==> src/design/vlfr_pkg.sv <==
// Package: shared constants and types of the vision line frame receiver.
package vlfr_pkg;

  localparam logic [7:0]  HdrFirst     = 8'hAA;
  localparam logic [7:0]  HdrSecond    = 8'h55;
  localparam logic [7:0]  LenByte      = 8'd10;
  localparam logic [3:0]  PosHdr0      = 4'd0;
  localparam logic [3:0]  PosHdr1      = 4'd1;
  localparam logic [3:0]  PosLen       = 4'd2;
  localparam logic [3:0]  PosFirstData = 4'd3;
  localparam logic [3:0]  PosLastData  = 4'd12;
  localparam logic [3:0]  PosCheck     = 4'd13;
  localparam logic [7:0]  ConfCap      = 8'd100;
  localparam logic [6:0]  PixMax       = 7'd127;
  localparam logic [6:0]  OffMin       = 7'h40;   // -64
  localparam logic [6:0]  OffMax       = 7'h3F;   // 63
  localparam logic [15:0] AgeMax       = 16'hFFFF;
  localparam logic [15:0] TimeoutReset = 16'd150;
  localparam logic [6:0]  LeftReset    = 7'd56;
  localparam logic [6:0]  RightReset   = 7'd72;

  // Raw payload bytes of one collected frame, positions 3..12.
  typedef struct packed {
    logic [7:0] sequence_b;
    logic [7:0] flags_b;
    logic [7:0] off_lo;
    logic [7:0] off_hi;
    logic [7:0] edge_a;
    logic [7:0] edge_b;
    logic [7:0] seg_count;
    logic [7:0] seg_sel;
    logic [7:0] road;
    logic [7:0] conf;
  } frame_t;

  // One result beat.
  typedef struct packed {
    logic signed [6:0] line_offset;
    logic [6:0]        lo_pixel;
    logic [6:0]        hi_pixel;
    logic [7:0]        dark_width;
    logic [7:0]        seg_total;
    logic [7:0]        seg_pick;
    logic [7:0]        road_kind;
    logic [6:0]        confidence;
    logic [3:0]        status_flags;
    logic [7:0]        frame_sequence;
    logic              fresh;
    logic              new_frame;
  } result_t;

endpackage

==> src/design/vlfr_if.sv <==
// Interfaces: input, result and configuration channels of the receiver.
interface vlfr_in_if;
  logic       valid;
  logic       ready;
  logic       mode;
  logic [7:0] rx_byte;
  modport source (output valid, output mode, output rx_byte, input ready);
  modport sink   (input valid, input mode, input rx_byte, output ready);
endinterface

interface vlfr_out_if;
  logic              valid;
  logic              ready;
  logic signed [6:0] line_offset;
  logic [6:0]        lo_pixel;
  logic [6:0]        hi_pixel;
  logic [7:0]        dark_width;
  logic [7:0]        seg_total;
  logic [7:0]        seg_pick;
  logic [7:0]        road_kind;
  logic [6:0]        confidence;
  logic [3:0]        status_flags;
  logic [7:0]        frame_sequence;
  logic              fresh;
  logic              new_frame;
  modport source (output valid, output line_offset, output lo_pixel, output hi_pixel,
                  output dark_width, output seg_total, output seg_pick,
                  output road_kind, output confidence, output status_flags,
                  output frame_sequence, output fresh, output new_frame, input ready);
  modport sink   (input valid, input line_offset, input lo_pixel, input hi_pixel,
                  input dark_width, input seg_total, input seg_pick,
                  input road_kind, input confidence, input status_flags,
                  input frame_sequence, input fresh, input new_frame, output ready);
endinterface

interface vlfr_cfg_if;
  logic        valid;
  logic        ready;
  logic [15:0] data;
  modport source (output valid, output data, input ready);
  modport sink   (input valid, input data, output ready);
endinterface

==> src/design/vlfr_parser.sv <==
// Frame parser: header hunt, length check, byte collection and running XOR.
module vlfr_parser (
  input  logic            clk_i,
  input  logic            rst_ni,
  input  logic            step_i,     // byte beat leaves the input register
  input  logic [7:0]      byte_i,
  output logic            good_o,     // this byte closes a frame with good checksum
  output vlfr_pkg::frame_t frame_o
);
  import vlfr_pkg::*;

  logic [3:0] pos_q, pos_d;
  logic [7:0] xor_q, xor_d;
  logic [7:0] frame_q [PosFirstData:PosLastData];
  logic       store;

  always_comb begin
    pos_d  = pos_q;
    xor_d  = xor_q;
    store  = 1'b0;
    good_o = 1'b0;
    if (pos_q == PosHdr1) begin
      if (byte_i == HdrSecond) pos_d = PosLen;
      else if (byte_i == HdrFirst) pos_d = PosHdr1;
      else pos_d = PosHdr0;
    end else if (pos_q == PosLen) begin
      if (byte_i == LenByte) begin
        xor_d = byte_i;
        pos_d = PosFirstData;
      end else begin
        pos_d = PosHdr0;
      end
    end else if (pos_q >= PosFirstData && pos_q <= PosLastData) begin
      store = 1'b1;
      xor_d = xor_q ^ byte_i;
      pos_d = pos_q + 4'd1;
    end else if (pos_q == PosCheck) begin
      pos_d  = PosHdr0;
      good_o = (xor_q == byte_i);
    end else begin
      // hunting, also the unreachable positions above the checksum
      pos_d = (byte_i == HdrFirst) ? PosHdr1 : PosHdr0;
    end
  end

  always_ff @(posedge clk_i or negedge rst_ni) begin
    if (!rst_ni) begin
      pos_q <= PosHdr0;
      xor_q <= '0;
    end else if (step_i) begin
      pos_q <= pos_d;
      xor_q <= xor_d;
    end
  end

  always_ff @(posedge clk_i) begin
    if (step_i && store) frame_q[pos_q] <= byte_i;
  end

  assign frame_o.sequence_b = frame_q[3];
  assign frame_o.flags_b    = frame_q[4];
  assign frame_o.off_lo     = frame_q[5];
  assign frame_o.off_hi     = frame_q[6];
  assign frame_o.edge_a     = frame_q[7];
  assign frame_o.edge_b     = frame_q[8];
  assign frame_o.seg_count  = frame_q[9];
  assign frame_o.seg_sel    = frame_q[10];
  assign frame_o.road       = frame_q[11];
  assign frame_o.conf       = frame_q[12];

  a_pos_range: assert property (@(posedge clk_i) disable iff (!rst_ni) pos_q <= PosCheck)
    else $error("parser position out of range");

endmodule

==> src/design/vlfr_view.sv <==
// Held line view: frame decode, clamping, frame-age counter and result assembly.
module vlfr_view (
  input  logic             clk_i,
  input  logic             rst_ni,
  input  logic             step_i,
  input  logic             tick_i,     // beat is a millisecond tick
  input  logic             good_i,
  input  vlfr_pkg::frame_t frame_i,
  input  logic [15:0]      timeout_i,
  output vlfr_pkg::result_t res_o     // view after this beat
);
  import vlfr_pkg::*;

  logic [15:0] age_q, age_d;
  logic [6:0]  off_q, off_d, left_q, left_d, right_q, right_d, conf_q, conf_d;
  logic [7:0]  black_q, black_d, segc_q, segc_d, segs_q, segs_d;
  logic [7:0]  road_q, road_d, seq_q, seq_d;
  logic [3:0]  flags_q, flags_d;
  logic [15:0] raw;
  logic [6:0]  off_c, ea, eb, lo, hi;
  logic        fresh;

  always_comb begin
    raw = {frame_i.off_hi, frame_i.off_lo};
    if (raw[15] && !(&raw[14:6]))      off_c = OffMin;
    else if (!raw[15] && (|raw[14:6])) off_c = OffMax;
    else                               off_c = raw[6:0];
    ea = frame_i.edge_a[7] ? PixMax : frame_i.edge_a[6:0];
    eb = frame_i.edge_b[7] ? PixMax : frame_i.edge_b[6:0];
    lo = (ea > eb) ? eb : ea;
    hi = (ea > eb) ? ea : eb;
  end

  always_comb begin
    age_d   = age_q;
    off_d   = off_q;
    left_d  = left_q;
    right_d = right_q;
    black_d = black_q;
    segc_d  = segc_q;
    segs_d  = segs_q;
    road_d  = road_q;
    conf_d  = conf_q;
    flags_d = flags_q;
    seq_d   = seq_q;
    if (tick_i) begin
      if (age_q != AgeMax) age_d = age_q + 16'd1;
    end else if (good_i) begin
      age_d   = '0;
      off_d   = off_c;
      left_d  = lo;
      right_d = hi;
      black_d = frame_i.flags_b[0] ? ({1'b0, hi} - {1'b0, lo} + 8'd1) : 8'd0;
      segc_d  = frame_i.seg_count;
      segs_d  = frame_i.seg_sel;
      road_d  = frame_i.road;
      conf_d  = (frame_i.conf > ConfCap) ? ConfCap[6:0] : frame_i.conf[6:0];
      flags_d = frame_i.flags_b[3:0];
      seq_d   = frame_i.sequence_b;
    end
    fresh = (age_d <= timeout_i);

    res_o.line_offset    = off_d;
    res_o.lo_pixel       = left_d;
    res_o.hi_pixel       = right_d;
    res_o.dark_width     = black_d;
    res_o.seg_total      = segc_d;
    res_o.seg_pick       = segs_d;
    res_o.road_kind      = road_d;
    res_o.confidence     = fresh ? conf_d : 7'd0;
    res_o.status_flags   = {flags_d[3:1], flags_d[0] & fresh};
    res_o.frame_sequence = seq_d;
    res_o.fresh          = fresh;
    res_o.new_frame      = good_i & ~tick_i;
  end

  always_ff @(posedge clk_i or negedge rst_ni) begin
    if (!rst_ni) begin
      age_q   <= '0;
      off_q   <= '0;
      left_q  <= LeftReset;
      right_q <= RightReset;
      black_q <= '0;
      segc_q  <= '0;
      segs_q  <= '0;
      road_q  <= '0;
      conf_q  <= '0;
      flags_q <= '0;
      seq_q   <= '0;
    end else if (step_i) begin
      age_q   <= age_d;
      off_q   <= off_d;
      left_q  <= left_d;
      right_q <= right_d;
      black_q <= black_d;
      segc_q  <= segc_d;
      segs_q  <= segs_d;
      road_q  <= road_d;
      conf_q  <= conf_d;
      flags_q <= flags_d;
      seq_q   <= seq_d;
    end
  end

endmodule

==> src/design/vision_line_frame_receiver.sv <==
// Top level: vision line frame receiver with input and result registers.
//
//  channel | dir | handshake   | payload
//  --------+-----+-------------+---------------------------------------------
//  in_i    | in  | valid/ready | mode (0 byte, 1 ms tick), rx_byte
//  out_o   | out | valid/ready | held line view, fresh, new_frame
//  cfg_i   | in  | valid/ready | data = timeout_ticks (16 bit)
//
// Two register stages: a beat is captured in the input register, then parser
// and view logic update state as the beat moves on into the result register.
// One beat per cycle is sustained, limited only by the result consumer.
// Reset clears parser position, XOR and frame age, sets the held view to its reset values; timeout is 150.
// A stalled result holds; the input register still fills, so ready drops
// only when both stages are full and the result is not taken.
// cfg_i is always ready; writes take effect on the next beat processed.
module vision_line_frame_receiver (
  input  logic   clk_i,
  input  logic   rst_ni,
  vlfr_in_if.sink    in_i,
  vlfr_out_if.source out_o,
  vlfr_cfg_if.sink   cfg_i
);
  import vlfr_pkg::*;

  logic        s1_valid_q;
  logic        s1_mode_q;
  logic [7:0]  s1_byte_q;
  logic        out_valid_q;
  result_t     out_res_q;
  logic [15:0] timeout_q;
  logic        s2_load;
  logic        good;
  frame_t      frame;
  result_t     res;

  // result register loads when it is empty or being drained
  assign s2_load     = s1_valid_q && (!out_valid_q || out_o.ready);
  assign in_i.ready  = !s1_valid_q || s2_load;
  assign cfg_i.ready = 1'b1;

  always_ff @(posedge clk_i or negedge rst_ni) begin
    if (!rst_ni) begin
      s1_valid_q  <= 1'b0;
      out_valid_q <= 1'b0;
      timeout_q   <= TimeoutReset;
    end else begin
      if (in_i.ready) s1_valid_q <= in_i.valid;
      if (s2_load) out_valid_q <= 1'b1;
      else if (out_o.ready) out_valid_q <= 1'b0;
      if (cfg_i.valid) timeout_q <= cfg_i.data;
    end
  end

  always_ff @(posedge clk_i) begin
    if (in_i.ready && in_i.valid) begin
      s1_mode_q <= in_i.mode;
      s1_byte_q <= in_i.rx_byte;
    end
    if (s2_load) out_res_q <= res;
  end

  // parser sees only byte beats; ticks leave it untouched
  vlfr_parser u_parser (
    .clk_i   (clk_i),
    .rst_ni  (rst_ni),
    .step_i  (s2_load && !s1_mode_q),
    .byte_i  (s1_byte_q),
    .good_o  (good),
    .frame_o (frame)
  );

  vlfr_view u_view (
    .clk_i     (clk_i),
    .rst_ni    (rst_ni),
    .step_i    (s2_load),
    .tick_i    (s1_mode_q),
    .good_i    (good),
    .frame_i   (frame),
    .timeout_i (timeout_q),
    .res_o     (res)
  );

  assign out_o.valid          = out_valid_q;
  assign out_o.line_offset    = out_res_q.line_offset;
  assign out_o.lo_pixel       = out_res_q.lo_pixel;
  assign out_o.hi_pixel       = out_res_q.hi_pixel;
  assign out_o.dark_width     = out_res_q.dark_width;
  assign out_o.seg_total      = out_res_q.seg_total;
  assign out_o.seg_pick       = out_res_q.seg_pick;
  assign out_o.road_kind      = out_res_q.road_kind;
  assign out_o.confidence     = out_res_q.confidence;
  assign out_o.status_flags   = out_res_q.status_flags;
  assign out_o.frame_sequence = out_res_q.frame_sequence;
  assign out_o.fresh          = out_res_q.fresh;
  assign out_o.new_frame      = out_res_q.new_frame;

  a_new_fresh: assert property (@(posedge clk_i) disable iff (!rst_ni)
    out_o.valid && out_o.new_frame |-> out_o.fresh)
    else $error("good frame reported stale");

  a_edge_order: assert property (@(posedge clk_i) disable iff (!rst_ni)
    out_o.valid |-> out_o.lo_pixel <= out_o.hi_pixel)
    else $error("edges out of order");

  a_stale_clear: assert property (@(posedge clk_i) disable iff (!rst_ni)
    out_o.valid && !out_o.fresh |-> out_o.confidence == 7'd0 && !out_o.status_flags[0])
    else $error("stale view not cleared");

  a_conf_cap: assert property (@(posedge clk_i) disable iff (!rst_ni)
    out_o.valid |-> out_o.confidence <= ConfCap[6:0])
    else $error("confidence above cap");

endmodule

==> src/flat_wrapper.sv <==
// flat-port wrapper written by rule: the top's interface ports become plain ports
module vision_line_frame_receiver_flat import vlfr_pkg::*;
  (clk_i, rst_ni, in_i_valid, in_i_mode, in_i_rx_byte, in_i_ready, out_o_valid, out_o_line_offset, out_o_lo_pixel, out_o_hi_pixel, out_o_dark_width, out_o_seg_total, out_o_seg_pick, out_o_road_kind, out_o_confidence, out_o_status_flags, out_o_frame_sequence, out_o_fresh, out_o_new_frame, out_o_ready, cfg_i_valid, cfg_i_data, cfg_i_ready);
  vlfr_in_if in_i_i ();
  vlfr_out_if out_o_i ();
  vlfr_cfg_if cfg_i_i ();
  input  logic clk_i;
  input  logic rst_ni;
  input wire logic [$bits(in_i_i.valid)-1:0] in_i_valid;
  input wire logic [$bits(in_i_i.mode)-1:0] in_i_mode;
  input wire logic [$bits(in_i_i.rx_byte)-1:0] in_i_rx_byte;
  output wire logic [$bits(in_i_i.ready)-1:0] in_i_ready;
  output wire logic [$bits(out_o_i.valid)-1:0] out_o_valid;
  output wire logic [$bits(out_o_i.line_offset)-1:0] out_o_line_offset;
  output wire logic [$bits(out_o_i.lo_pixel)-1:0] out_o_lo_pixel;
  output wire logic [$bits(out_o_i.hi_pixel)-1:0] out_o_hi_pixel;
  output wire logic [$bits(out_o_i.dark_width)-1:0] out_o_dark_width;
  output wire logic [$bits(out_o_i.seg_total)-1:0] out_o_seg_total;
  output wire logic [$bits(out_o_i.seg_pick)-1:0] out_o_seg_pick;
  output wire logic [$bits(out_o_i.road_kind)-1:0] out_o_road_kind;
  output wire logic [$bits(out_o_i.confidence)-1:0] out_o_confidence;
  output wire logic [$bits(out_o_i.status_flags)-1:0] out_o_status_flags;
  output wire logic [$bits(out_o_i.frame_sequence)-1:0] out_o_frame_sequence;
  output wire logic [$bits(out_o_i.fresh)-1:0] out_o_fresh;
  output wire logic [$bits(out_o_i.new_frame)-1:0] out_o_new_frame;
  input wire logic [$bits(out_o_i.ready)-1:0] out_o_ready;
  input wire logic [$bits(cfg_i_i.valid)-1:0] cfg_i_valid;
  input wire logic [$bits(cfg_i_i.data)-1:0] cfg_i_data;
  output wire logic [$bits(cfg_i_i.ready)-1:0] cfg_i_ready;
  assign in_i_i.valid = in_i_valid;
  assign in_i_i.mode = in_i_mode;
  assign in_i_i.rx_byte = in_i_rx_byte;
  assign in_i_ready = in_i_i.ready;
  assign out_o_valid = out_o_i.valid;
  assign out_o_line_offset = out_o_i.line_offset;
  assign out_o_lo_pixel = out_o_i.lo_pixel;
  assign out_o_hi_pixel = out_o_i.hi_pixel;
  assign out_o_dark_width = out_o_i.dark_width;
  assign out_o_seg_total = out_o_i.seg_total;
  assign out_o_seg_pick = out_o_i.seg_pick;
  assign out_o_road_kind = out_o_i.road_kind;
  assign out_o_confidence = out_o_i.confidence;
  assign out_o_status_flags = out_o_i.status_flags;
  assign out_o_frame_sequence = out_o_i.frame_sequence;
  assign out_o_fresh = out_o_i.fresh;
  assign out_o_new_frame = out_o_i.new_frame;
  assign out_o_i.ready = out_o_ready;
  assign cfg_i_i.valid = cfg_i_valid;
  assign cfg_i_i.data = cfg_i_data;
  assign cfg_i_ready = cfg_i_i.ready;
  vision_line_frame_receiver u_core (.clk_i(clk_i), .rst_ni(rst_ni), .in_i(in_i_i), .out_o(out_o_i), .cfg_i(cfg_i_i));
endmodule
==> config.mk <==
export PLATFORM = sky130hd
export DESIGN_NAME = vision_line_frame_receiver_flat
export DESIGN_NICKNAME = d
export VERILOG_FILES = /design/src/design/vlfr_pkg.sv /design/src/design/vlfr_if.sv /design/src/design/vlfr_parser.sv /design/src/design/vlfr_view.sv /design/src/design/vision_line_frame_receiver.sv /design/src/flat_wrapper.sv
export SDC_FILE = /design/constraint.sdc
export NUM_CORES = 1
export LEC_CHECK = 0
export CORE_MARGIN = 2
export CORE_UTILIZATION = 40
export DETAILED_ROUTE_END_ITERATION = 7
export DONT_BUFFER_PORTS = 1
export MAX_ROUTING_LAYER = met4
export PLACE_DENSITY_LB_ADDON = 0.3
export SETUP_SLACK_MARGIN = 0.5
export SKIP_CTS_REPAIR_TIMING = 1
export SYNTH_ARGS = -nofsm -noshare
export SYNTH_HDL_FRONTEND = slang
export SYNTH_HIERARCHICAL = 1
export SYNTH_SLANG_ARGS = --single-unit
==> constraint.sdc <==
create_clock -name clk_i -period 3.8 [get_ports clk_i]
set_input_delay 0.57 -clock clk_i [delete_from_list [all_inputs] [get_ports clk_i]]
set_output_delay 0.57 -clock clk_i [all_outputs]
set_load 0.03 [all_outputs]
==> flow_summary.toml, run 1 <==
[global_route]
grt_max_degree = 119
grt.overflow.total = 0
grt_pass1_vias = 8149
top_usage_layer = "met2"
grtUsageMet2 = 0.278
track_usage = 0.170
use_met1 = 0.223
antenna_found_initial = 0
grtUsageMet3 = 0.0245
grt_pass1_wl_mm = 43.6

[logic_synthesis]
syn_inst = 1118
synth_area_sq_um = 12600
avgSynthCellArea_sq_um = 11.3
synth_nets = 1181
synth_warnings = 6

[run_status]
violations = "negative hold slack"
status = "complete, but fails checks"

[placement]
place.gp.congestion = 0.894
io_buffers = 0
place_ws_ps = 108
dp_hpwl_mm = 17.7

[sta]
finalCriticalPeriod_ps = 3650
period_share = 0.960
tns_ps = 0
slew_violations = 0
fmax_ghz = 0.274
setup_viol = 0
worst_pin_slew_ps = 872
skew_ps = 13.2
timing.slew.headroom = 0.417
holdWs_ps = -28.3
fin_ws_ps = 153
rsz0062_at_grt = "true"
hold_viol_final = 33

[cells_and_area]
num_antenna_cells = 0
syn_to_final_growth_pct = 18.4
fillers = 2728
largest_register = "u_core/u_parser/frame_q"
nets = 1245
top_regs = "u_core/u_parser/frame_q x76, u_core/timeout_q x16, u_core/u_view/age_q x16"
drive_above_1_share = 0.216
largest_reg_flops = 76

[job]
maxCapViolCount = 0

[critical_path]
crit_fanout = 4
cp.required_ps = 4100
end_kind = "register"
startpoint_type = "register"
path_class = "register to register"
worstPathArrival_ps = 3950

[clock_network]
cts_max_path_buffers = 3
cts_root_buffer = "clkbuf_16"
clk_latency_ps = 560
numCtsBuffers = 30
htreeDepth = 1
cts_tree = "built"
cts_sinks = 277
cts.reportedPaths.clkPinSlew_ps = 60

[die]
die_x_um = 181
die_height_um = 181
design.die.area_sq_um = 32900
start_util = 0.409
rows = 64
fp.coreArea_sq_um = 30800
io_pins = 107

[detailed_routing]
first_pass_iters = 6
vias = 8685
drtAntennaViolNets = 0
vias_per_cell = 5.42
drc = 0
detail_route.wl_per_cell_um = 17.6
dr.first_iter.drc_count = 832
drt_wl_total_mm = 28.2

[pwr]
p_sw_frac = 0.262
pwr-share-comb = 0.110
p_switching_w = 0.00201
leakagePower_nw = 5.90
power_report.internal_total_w = 0.00566
p_per_area_nw_per_um2 = 514
power.share.clock = 0.384
ir_drop_uv = 319
p_seq_frac = 0.506

[worst_hold_path]
hold_path.class = "primary input to async pin"
-- worst max-delay path: stages (launching register included) --
cell	delay, ps
edfxtp_1	420
buf_6	160
nor2_4	110
inv_2	50
ha_4	260
and3_4	190
o21a_1	180
o21ai_1	90
o211ai_2	230
o21ai_1	110
o22ai_1	170
ha_2	210
inv_2	40
fa_2	360
nor2b_4	140
nor3_2	60
o21bai_1	150
a21o_1	170
and4_4	210
o31ai_1	60
-- cell type report --
cell class                 instances  area (sq um)  share of cell area
sequential                       277          7750               0.519
timing repair buffer              90           732              0.0491
clock buffer                      41           822              0.0551
timing repair inverter             1          6.26            0.000419
tap                              396           495              0.0332
multi-input combinational        747          4780               0.321
inverter                          35           139             0.00931
clock inverter                    15           189              0.0127
-- per-layer routing --
| layer | vias up | routed length [um] |
|---|---|---|
| li1 | 4188 | - |
| met4 | 0 | 597 |
| met3 | 37 | 1140 |
| met2 | 201 | 13700 |
| met1 | 4259 | 12800 |
| met5 | - | 0 |
-- path summary, 6_finish.rpt --
kind	start	end	slack, ps	cells after the start
min in group clk_i	in_i_mode	u_core/s1_mode_q	110	0
hold reg to reg	u_core/u_view/conf_q[0]	u_core/u_view/conf_q[0]	480	2
setup / recovery	u_core/u_parser/frame_q[7][7]	u_core/out_o.dark_width[7]	150	19
hold / removal	rst_ni	u_core/u_view/black_q[4]	-30	1
max in group asynchronous	rst_ni	u_core/u_parser/pos_q[0]	3250	1
setup reg to reg	u_core/u_parser/frame_q[7][7]	u_core/out_o.dark_width[7]	150	19
-- metrics by stage --
stage / cells / instance area, sq um / power [W] / utilization
final: 1602 / 14900 / 0.00767 / 0.484
after global routing: 1602 / 14900 / 0.00801 / 0.484
after CTS: 1554 / 14200 / 0.00762 / 0.462
after detailed placement: 1498 / 13200 / 0.00465 / 0.429
after global placement: 1498 / 13200 / 0.00462 / 0.429
after floorplan: 1118 / 12700 / 0.00444 / -
-- placed cells by master, fill, tap and decap left out, drive strengths merged, types with 6 or more instances in the layout --
master	count
nand2	194
edfxtp	159
nor2	130
dfrtp	109
buf	90
a31oi	58
o21ai	42
clkbuf	41
inv	35
a21oi	35
nor3	32
ha	32
nand3	24
mux2	22
a221o	21
a21o	11
xnor2	11
clkinv	11
nand4	10
dfstp	9
o22ai	9
a22o	9
a311oi	9
o31ai	9
o21a	8
and3	8
nand2b	6
-- power groups by stage --
stage          Clock, W  Combinational [W]  Sequential (W)
2_1_floorplan         0           0.000542         0.00390
3_3_place_gp          0           0.000694         0.00392
3_5_place_dp          0           0.000716         0.00393
4_1_cts         0.00303           0.000721         0.00388
5_1_grt         0.00314           0.000956         0.00391
6_report        0.00295           0.000846         0.00388
No activity file was read; power rests on OpenSTA's default activity.
==> run 2: changes to the inputs <==
Settings changed: SYNTH_HIERARCHICAL 1 to not set.
==> run 2 against run 1 <==
Compared with the run above:
- the run now ends clean
- setup slack got worse by 110 ps
- synthesized area shrank 2.4%
- clock power decreased by 10%
- synthesized cell count down 5.5%
- largest cell class unchanged
- critical path type unchanged
- critical endpoint is now u_core.out_o.dark_width[7]
==> flow_summary.toml, run 2 <==
[sta]
skew_ps = 13.6
period_share = 0.987
slew_violations = 0
worst_pin_slew_ps = 736
timing.slew.headroom = 0.507
hold_viol_final = 0
setup_viol = 0
fmax_ghz = 0.267
rsz0062_at_grt = "true"
tns_ps = 0
finalCriticalPeriod_ps = 3750
holdWs_ps = 1.51

[critical_path]
r2r_cells = 19
worstPathArrival_ps = 4050
worstReg2RegEnd = "u_core.out_o.dark_width[7]"
cp.required_ps = 4090
crit_top_cell = "inv_2"
slowest_delay_ps = 420
reg2reg_from = "u_core.u_parser.frame_q[7][7]"
startpoint_type = "register"
path_class = "register to register"
cp_cell_sequence = "buf_6, nor2_4, inv_2, ha_4, and4_1, a21boi_2, a21oi_2, o21bai_4, or3_1, nand2_1, ha_2, inv_2, fa_2, nor2b_2, nor3_2, o21bai_1, a21oi_1, xor2_1, o21ai_1"
crit_buf_inv = 3
end_kind = "register"
critPathSlowestCell = "edfxtp_1"
crit_fanout = 6
rrSetupSlack_ps = 50
critical_path.top_delay_family = "simple AND/OR/NAND/NOR gates"

[detailed_routing]
dr.first_iter.drc_count = 622
vias_per_cell = 5.20
drc = 0
detail_route.wl_per_cell_um = 17.5
drt_wl_total_mm = 27.0
vias = 8017
drtAntennaViolNets = 0
first_pass_iters = 5

[global_route]
track_usage = 0.169
grt_pass1_vias = 7746
grt_max_degree = 119
grt_pass1_wl_mm = 41.6
antenna_found_initial = 0
grt.overflow.total = 0

[die]
design.die.area_sq_um = 32200
io_pins = 107
die_height_um = 179
rows = 64
start_util = 0.404
die_x_um = 179
fp.coreArea_sq_um = 30400

[pwr]
ir_drop_uv = 392
p_per_area_nw_per_um2 = 468
leakagePower_nw = 6.05
power.total_w = 0.00678

[clock_network]
numCtsBuffers = 29
cts_max_path_buffers = 3
cts_tree = "built"
cts.reportedPaths.clkPinSlew_ps = 60
clk_latency_ps = 550
cts_sinks = 277
cts_root_buffer = "clkbuf_16"
htreeDepth = 1

[placement]
place.gp.congestion = 0.847
place_area_sq_um = 13100
dp.cells = 1454
dp_hpwl_mm = 16.8
io_buffers = 0

[cells_and_area]
fin_area_sq_um = 14500
drive_above_1_share = 0.210
nets = 1187
final_cells = 1542
top_regs = "u_core.u_parser.frame_q x76, u_core.timeout_q x16, u_core.u_view.age_q x16"
num_antenna_cells = 0
fillers = 2756
largest_reg_flops = 76
syn_to_final_growth_pct = 17.7
final_common_cell = "nand2_1"
final_cell_mix = "nand2_1 (214), edfxtp_1 (159), dfrtp_1 (109), buf_4 (68), o21ai_0 (66)"
largest_register = "u_core.u_parser.frame_q"

[logic_synthesis]
ys_seq_elements = 277
syn_inst = 1056
netlist_top_cells_count = "nand2_1 (216), edfxtp_1 (159), dfrtp_1 (109), o21ai_0 (81), nor2_1 (61)"
synth_ff_type = "edfxtp_1"
synth_warnings = 0
synth.distinct_cells = 59
yosys.cell_count.top_type = "nand2_1"
synth_nets = 1120
async_flop_share = 0.426
synth_area_sq_um = 12300
avgSynthCellArea_sq_um = 11.6
synth_seq_area_share = 0.629
synth_edf_count = 159
synth_area_leaders = "edfxtp_1 (39%), dfrtp_1 (22%), nand2_1 (6.6%)"
synth_top_area_frac = 0.388
yosysTopAreaCell = "edfxtp_1"

[job]
maxCapViolCount = 0

[worst_hold_path]
hold_path.class = "primary input to async pin"

[run_status]
status = "completed"
==> run 2: metal layers <==
layer | GRT usage | wire length [um] | up-vias
met3 | 0.0278 | 1080 | 33
met1 | 0.224 | 12400 | 3932
met4 | 0.0380 | 367 | 0
met2 | 0.274 | 13200 | 158
met5 | - | 0 | -
li1 | - | - | 3894
==> run 2: how the worst max path moves through the flow <==
stage,startpoint,end,slack (ps),cells past startpoint
floorplan,u_core.u_parser.frame_q[7][7],u_core.out_o.dark_width[7],310,20
global placement,u_core.u_parser.frame_q[8][7],u_core.out_o.dark_width[7],90,18
detailed placement,u_core.u_parser.frame_q[8][7],u_core.out_o.dark_width[7],-3,15
CTS,u_core.u_parser.frame_q[8][7],u_core.out_o.dark_width[7],-30,15
global route,u_core.u_parser.frame_q[7][7],u_core.out_o.dark_width[7],-70,19
finish,u_core.u_parser.frame_q[7][7],u_core.out_o.dark_width[7],50,19
==> run 2: layout make-up <==
cell class                 count  area (sq um)  share of cell area
timing repair inverter         1          5.00            0.000346
timing repair buffer          77           631              0.0436
clock inverter                11          88.8             0.00614
multi-input combinational    696          4550               0.315
tap                          396           495              0.0342
inverter                      41           161              0.0112
clock buffer                  43           798              0.0552
sequential                   277          7740               0.535
==> run 2: stage by stage <==
step	utilization	setup slack (ps)
after global routing	0.475	-72.5
after detailed placement	0.429	-2.83
after global placement	0.429	92.3
after floorplan	-	315
after CTS	0.458	-27.9
final	0.475	48.1
==> run 2: cells by family (layout without fill, tap and decap cells) <==
family / count (synthesis) / count (layout) / share of synthesized area
flip-flops: 277 / 277 / 0.629
AND/OR/NAND/NOR: 366 / 366 / 0.129
other: 1 / 1 / 0.000305
multiplexers: 79 / 79 / 0.0710
AO/OA/AOI/OAI: 200 / 201 / 0.0940
buffers and inverters: 84 / 173 / 0.0302
XOR/XNOR: 15 / 15 / 0.0107
adder cells (fa/ha/maj): 34 / 34 / 0.0352
==> run 2: power by group <==
part | switching [W] | internal (W) | leakage [nW]
Sequential | 0.000203 | 0.00333 | 3.07
Clock | 0.00114 | 0.00152 | 0.425
Combinational | 0.000359 | 0.000224 | 2.55
Total | 0.00170 | 0.00508 | 6.05
